## src/ntc_pkg.sv

```systemverilog
package ntc_pkg;

    // Defaults for the top-level parameters
    localparam int DEF_IMAGE_SIDE    = 16;
    localparam int DEF_NUM_TEMPLATES = 64;

    // Fixed field widths
    localparam int OP_W    = 2;
    localparam int TIDX_W  = 6;
    localparam int POS_W   = 8;
    localparam int PIXEL_W = 8;
    localparam int LABEL_W = 4;
    localparam int DIST_W  = 16;

    localparam int S_TDATA_W = 32;  // 26 bits of fields, padded to whole bytes
    localparam int M_TDATA_W = 24;  // 20 bits of fields, padded to whole bytes

    localparam logic [DIST_W-1:0] DIST_MAX = '1;

    // Request kinds carried on s_tuser
    localparam logic [OP_W-1:0] OP_PIXEL_WR = 2'd0;
    localparam logic [OP_W-1:0] OP_LABEL_WR = 2'd1;
    localparam logic [OP_W-1:0] OP_TEST     = 2'd2;

    typedef enum logic [2:0] {
        ST_IDLE,
        ST_SWEEP,
        ST_DRAIN,
        ST_LABEL,
        ST_RESULT
    } ctrl_state_t;

    typedef struct packed {
        logic accept;      // input request taken this cycle
        logic issue;       // read one template's pixel and sum
        logic sweep_end;   // last template processed this cycle
        logic label_read;  // fetch label of the winner
        logic out_load;    // move the result into the output register
    } ctrl_cmd_t;

    typedef struct packed {
        logic in_is_test;  // request at the input is a test pixel
        logic issue_last;  // sweep counter sits on the final template
        logic last_item;   // latched test pixel closes the image
        logic out_free;    // output register can take a result
    } dp_status_t;

endpackage

```

## src/ntc_ctrl.sv

```systemverilog
module ntc_ctrl (
    input  logic               aclk,
    input  logic               aresetn,
    input  logic               s_tvalid,
    output logic               s_tready,
    input  ntc_pkg::dp_status_t status,
    output ntc_pkg::ctrl_cmd_t  cmd
);

    ntc_pkg::ctrl_state_t state_reg;
    ntc_pkg::ctrl_state_t state_next;

    always_ff @(posedge aclk) begin
        if (!aresetn) begin
            state_reg <= ntc_pkg::ST_IDLE;
        end else begin
            state_reg <= state_next;
        end
    end

    always_comb begin
        state_next = state_reg;
        s_tready   = 1'b0;
        cmd        = '0;
        unique case (state_reg)
            ntc_pkg::ST_IDLE: begin
                s_tready   = 1'b1;
                cmd.accept = s_tvalid;
                if (s_tvalid && status.in_is_test) begin
                    state_next = ntc_pkg::ST_SWEEP;
                end
            end
            ntc_pkg::ST_SWEEP: begin
                cmd.issue = 1'b1;
                if (status.issue_last) begin
                    state_next = ntc_pkg::ST_DRAIN;
                end
            end
            ntc_pkg::ST_DRAIN: begin
                cmd.sweep_end = 1'b1;
                state_next    = status.last_item ? ntc_pkg::ST_LABEL : ntc_pkg::ST_IDLE;
            end
            ntc_pkg::ST_LABEL: begin
                cmd.label_read = 1'b1;
                state_next     = ntc_pkg::ST_RESULT;
            end
            ntc_pkg::ST_RESULT: begin
                if (status.out_free) begin
                    cmd.out_load = 1'b1;
                    state_next   = ntc_pkg::ST_IDLE;
                end
            end
            default: begin
                state_next = ntc_pkg::ST_IDLE;
            end
        endcase
    end

endmodule

```

## config.mk

```make
export PLATFORM = sky130hd
export DESIGN_NAME = ntc_ctrl
export DESIGN_NICKNAME = d
export VERILOG_FILES = /design/src/ntc_pkg.sv /design/src/ntc_ctrl.sv
export SDC_FILE = /design/constraint.sdc
export NUM_CORES = 1
export LEC_CHECK = 0
export BUFFER_PORTS_ARGS = -buffer_cell sky130_fd_sc_hd__buf_4
export CAP_MARGIN = 30
export CORE_AREA = 10 10 47 49
export DETAILED_ROUTE_END_ITERATION = 16
export DIE_AREA = 0 0 57 59
export HOLD_SLACK_MARGIN = 0.15
export PLACE_DENSITY = 0.41
export RECOVER_POWER = 50
export SYNTH_ARGS = -nofsm -noshare
export SYNTH_HDL_FRONTEND = slang
export SYNTH_SLANG_ARGS = --single-unit
```

## constraint.sdc

```tcl
create_clock -name aclk -period 1.67 [get_ports aclk]
set_input_delay 0.334 -clock aclk [delete_from_list [all_inputs] [get_ports aclk]]
set_output_delay 0.334 -clock aclk [all_outputs]
set_load 0.03 [all_outputs]
```

; ---- Yosys cells after proc, flatten, opt, wreduce, memory -nomap -nowiden
; Index checks and enable logic that the tools add are counted.
[op_classes]
n_addsub = 0
mul = 0
div_mod_pow = 0
order_cmp = 0
eq_ne = 7
shifts = 0
mux = 12
bitwise = 0
n_reduce_logical = 3
[op_table]
columns = operator, n
row1 = 3-bit case mux with 5 select lines, 1
row2 = 3-bit 2-to-1 mux, 3
row3 = 1-bit 2-to-1 mux, 7
row4 = 3-bit by 2-bit equality test with 1-bit output (second input constant), 2
row5 = 2-bit != test (second input constant), 3
row6 = 3-bit by 1-bit equality test with 1-bit output (second input constant), 1
row7 = 3-bit equality test (second input constant), 1
row8 = 3-bit logical NOT, 1
row9 = 3-bit AND reduction, 1
row10 = 2-bit 2-to-1 mux, 1
row11 = 1-bit logical AND, 1
[word_totals]
register_bits = 3
latchBits = 0
ram_bits = 0
mem_bits_ro = 0
input_bits = 7
word_cells = 23
n_memories = 0

; ---- Longest topological paths before layout
[logic_depth]
depth_word = 3
mapped_depth = 4
mapped_depth_nobuf = 3

; ---- Least setup slack after synthesis
; OpenSTA, ideal clock, no wires.
[synth_timing]
path_kind = register -> output
start = register state_reg[2]
end = output port cmd[4] (netlist name)
arrival_ns = 1.546
required_time_ns = 1.336
setup_slack_ns = -0.210
path_stages_with_launch = 4
path_buffers = 1
cell_sequence = dfxtp_1 -> buf_6 -> nor3_1 -> and2_1
[synth_lines]
columns = item, line
row1 = start: declaration, ntc_ctrl.sv:10  ; ntc_pkg::ctrl_state_t state_reg;
row2 = start signal: assignment, ntc_ctrl.sv:15  ; state_reg <= ntc_pkg::ST_IDLE;
row3 = start signal: assignment, ntc_ctrl.sv:17  ; state_reg <= state_next;
row4 = end: declaration, ntc_ctrl.sv:7  ; output ntc_pkg::ctrl_cmd_t cmd

==> results.toml <==
[synthesis]
ys.warnings.count = 0
ys_seq_area_share_pct = 27.1
syn_nets = 28
ys_ff_latch = 3
netlist_instances = 21
synth.top_cell.area_share_pct = 27.1
yosys.cell_count.top_type = "dfxtp_1"
synth_flop_cell = "dfxtp_1"
avgSynthCellArea_sq_um = 10.5
synth_edf_count = 0
synth_common_cells = "3 x dfxtp_1, 2 x buf_6, 2 x nor3b_2"
async_flop_share_pct = 0
synthesis.area_sq_um = 221
yosysTopAreaCell = "dfxtp_1"
synth.top_cells.by_area = "dfxtp_1 27%, nor3b_2 11%, buf_6 10%, and4bb_2 5.6%, and3b_2 4.5%"
yosysUniqueCellTypes = 17

[final_layout]
layout.nets = 43
layout-drive-gt1-share_pct = 62.9
area_delta_synth_final_pct = 52.0
largest_reg_flops = 3
diodes = 0

[run_status]
status = "completed"

[route]
via_per_inst = 4.14
first_iter_violations = 3
drt-total-wl_um = 625
vias = 211
wl_met3_um = 40
wl_met2_um = 249
antenna_left = 0
detail_route.first_pass.iterations = 4
maxUsedRoutingLayer = "met3"
drc = 0
m1WireLength_um = 335
wl_per_cell_um = 12.3

[floorplan]
coreArea_sq_mm = 0.00140
die_y_um = 59
ioPinCount = 13
die_w_um = 57
dieArea_sq_mm = 0.00336
rows = 14
start_util_pct = 15.8

[worst_setup_path]
crit_arrival_ns = 1.18
critPathLaunch = "state_reg[2]"
endpoint_kind = "primary output"
r2r-start = "state_reg[2]"
critPathKind = "register to primary output"
cp.required_ns = 1.34
cp-start-kind = "register"
worstPathMaxFanout = 9

[clock_network]
clk_latency_ns = 0.23
tritoncts = "done"
postCtsHoldBufs = 0
cts_max_level = 1
clk_path_buf_depth = 2
path_clk_slew_ns = 0.04
clock-sinks = 3
cts_resized = 0
post_cts_buffers = 0
cts_buffers = 3
clock-root-buffer = "clkbuf_4"

[place]
dp_hpwl_um = 510
numPortBuffers = 12
globalplace.congestion = 0.631

[power_and_ir_drop]
p_leak_nw = 0.155
pwr-share-comb_pct = 21.5
power_switching_uw = 68.3
ir_drop_v = 0.000264
power_frac_seq_pct = 30.8
p_sw_share_pct = 26.2
p_clk_share_pct = 47.7
powerDensity_mw_per_mm2 = 775
p_total_uw = 261
intPower_uw = 192

[run]
cap_viol_max_count = 0

[sta]
slew_headroom_pct = 76.4
finalSetupViolCount = 0
finClkSkew_ns = 0.000429
finalSetupTns_ns = 0
rsz0062_at_grt = "false"
worstMarginPinSlew_ns = 0.353
hold_viol = 0
fin_crit_sh_pct = 90.4
fmax_ghz = 0.663
report.final.slew_viol_count = 0
fin_crit_ns = 1.51

[grt]
antenna_found_initial = 0
overflow = 0
grt_pass1_vias = 265
grt_max_degree = 10
grtUsageTotal_pct = 4.18
grt_pass1_wl_um = 1060

[worst_hold_path]
hold_class = "input port to register"
min_from = "aresetn"
cell usage in the layout (no fill, tap or decap):
master    netlist  routed
a211o_1         1       1
a22oi_1         1       1
and2_1          1       1
and3b_1         1       1
and3b_2         1       1
and4bb_2        1       1
buf_4           0      12
clkbuf_1        0       1
clkbuf_4        0       3
dfxtp_1         3       3
nor2_1          1       1
nor2b_1         1       1
nor3_2          1       2
nor3b_2         2       2
nor4b_1         1       1
o21a_1          1       1
o21ai_0         0       1
o22a_2          1       1
per-stage QoR:
step | hold slack, ns | instance area (sq um) | util, % | cells | setup slack [ns]
final | 0.323 | 337 | 24.0 | 51 | 0.161
after global routing | 0.317 | 337 | 24.0 | 51 | 0.0722
after CTS | 0.331 | 340 | 24.3 | 51 | 0.152
after detailed placement | 0.566 | 314 | 22.4 | 47 | 0.401
after global placement | 0.562 | 314 | 22.4 | 47 | 0.432
after floorplan | 0.452 | 226 | - | 21 | 0.0865
worst max-delay path: stages, from the launching register on:
cell     delay, ns
dfxtp_1       0.52
and3b_2       0.26
buf_4         0.17
metal layers:
metal  global-route usage, %  vias to the layer above
met5                       0                        -
met4                    4.03                        0
met3                    2.58                        0
met2                    4.65                       14
met1                    5.07                       91
li1                        -                      106
cell type report:
type                            instances  area (sq um)
Clock buffer                            4          26.3
Fill cell                             163          1060
Multi-Input combinational cell         16           140
Sequential cell                         3          60.1
Tap cell                               16          20.0
Timing Repair Buffer                   12          90.1
logic make-up (layout without fill, tap and decap cells):
| group | Yosys count | in the layout | synth area share (%) |
|---|---|---|---|
| AND/OR/NAND/NOR | 11 | 11 | 43.5 |
| flip-flops | 3 | 3 | 27.1 |
| buffers and inverters | 2 | 16 | 10.2 |
| AO/OA/AOI/OAI | 5 | 5 | 19.2 |
path summary, 6_finish.rpt:
| path | end | slack (ns) | cells past startpoint |
|---|---|---|---|
| setup / recovery | cmd[1] | 0.16 | 2 |
| hold / removal | state_reg[2] | 0.32 | 2 |
| setup reg to reg | state_reg[1] | 0.42 | 3 |
| hold reg to reg | state_reg[0] | 0.64 | 1 |
power groups by stage:
| stage | Combinational (mW) | Sequential (mW) | Clock [mW] |
|---|---|---|---|
| after floorplan | 0.0347 | 0.0792 | 0 |
| after global placement | 0.0586 | 0.0813 | 0 |
| after detailed placement | 0.0589 | 0.0818 | 0 |
| after CTS | 0.0592 | 0.0805 | 0.130 |
| after global routing | 0.0611 | 0.0812 | 0.141 |
| final | 0.0562 | 0.0803 | 0.124 |
Note: power is estimated with default switching activity, not from simulation.
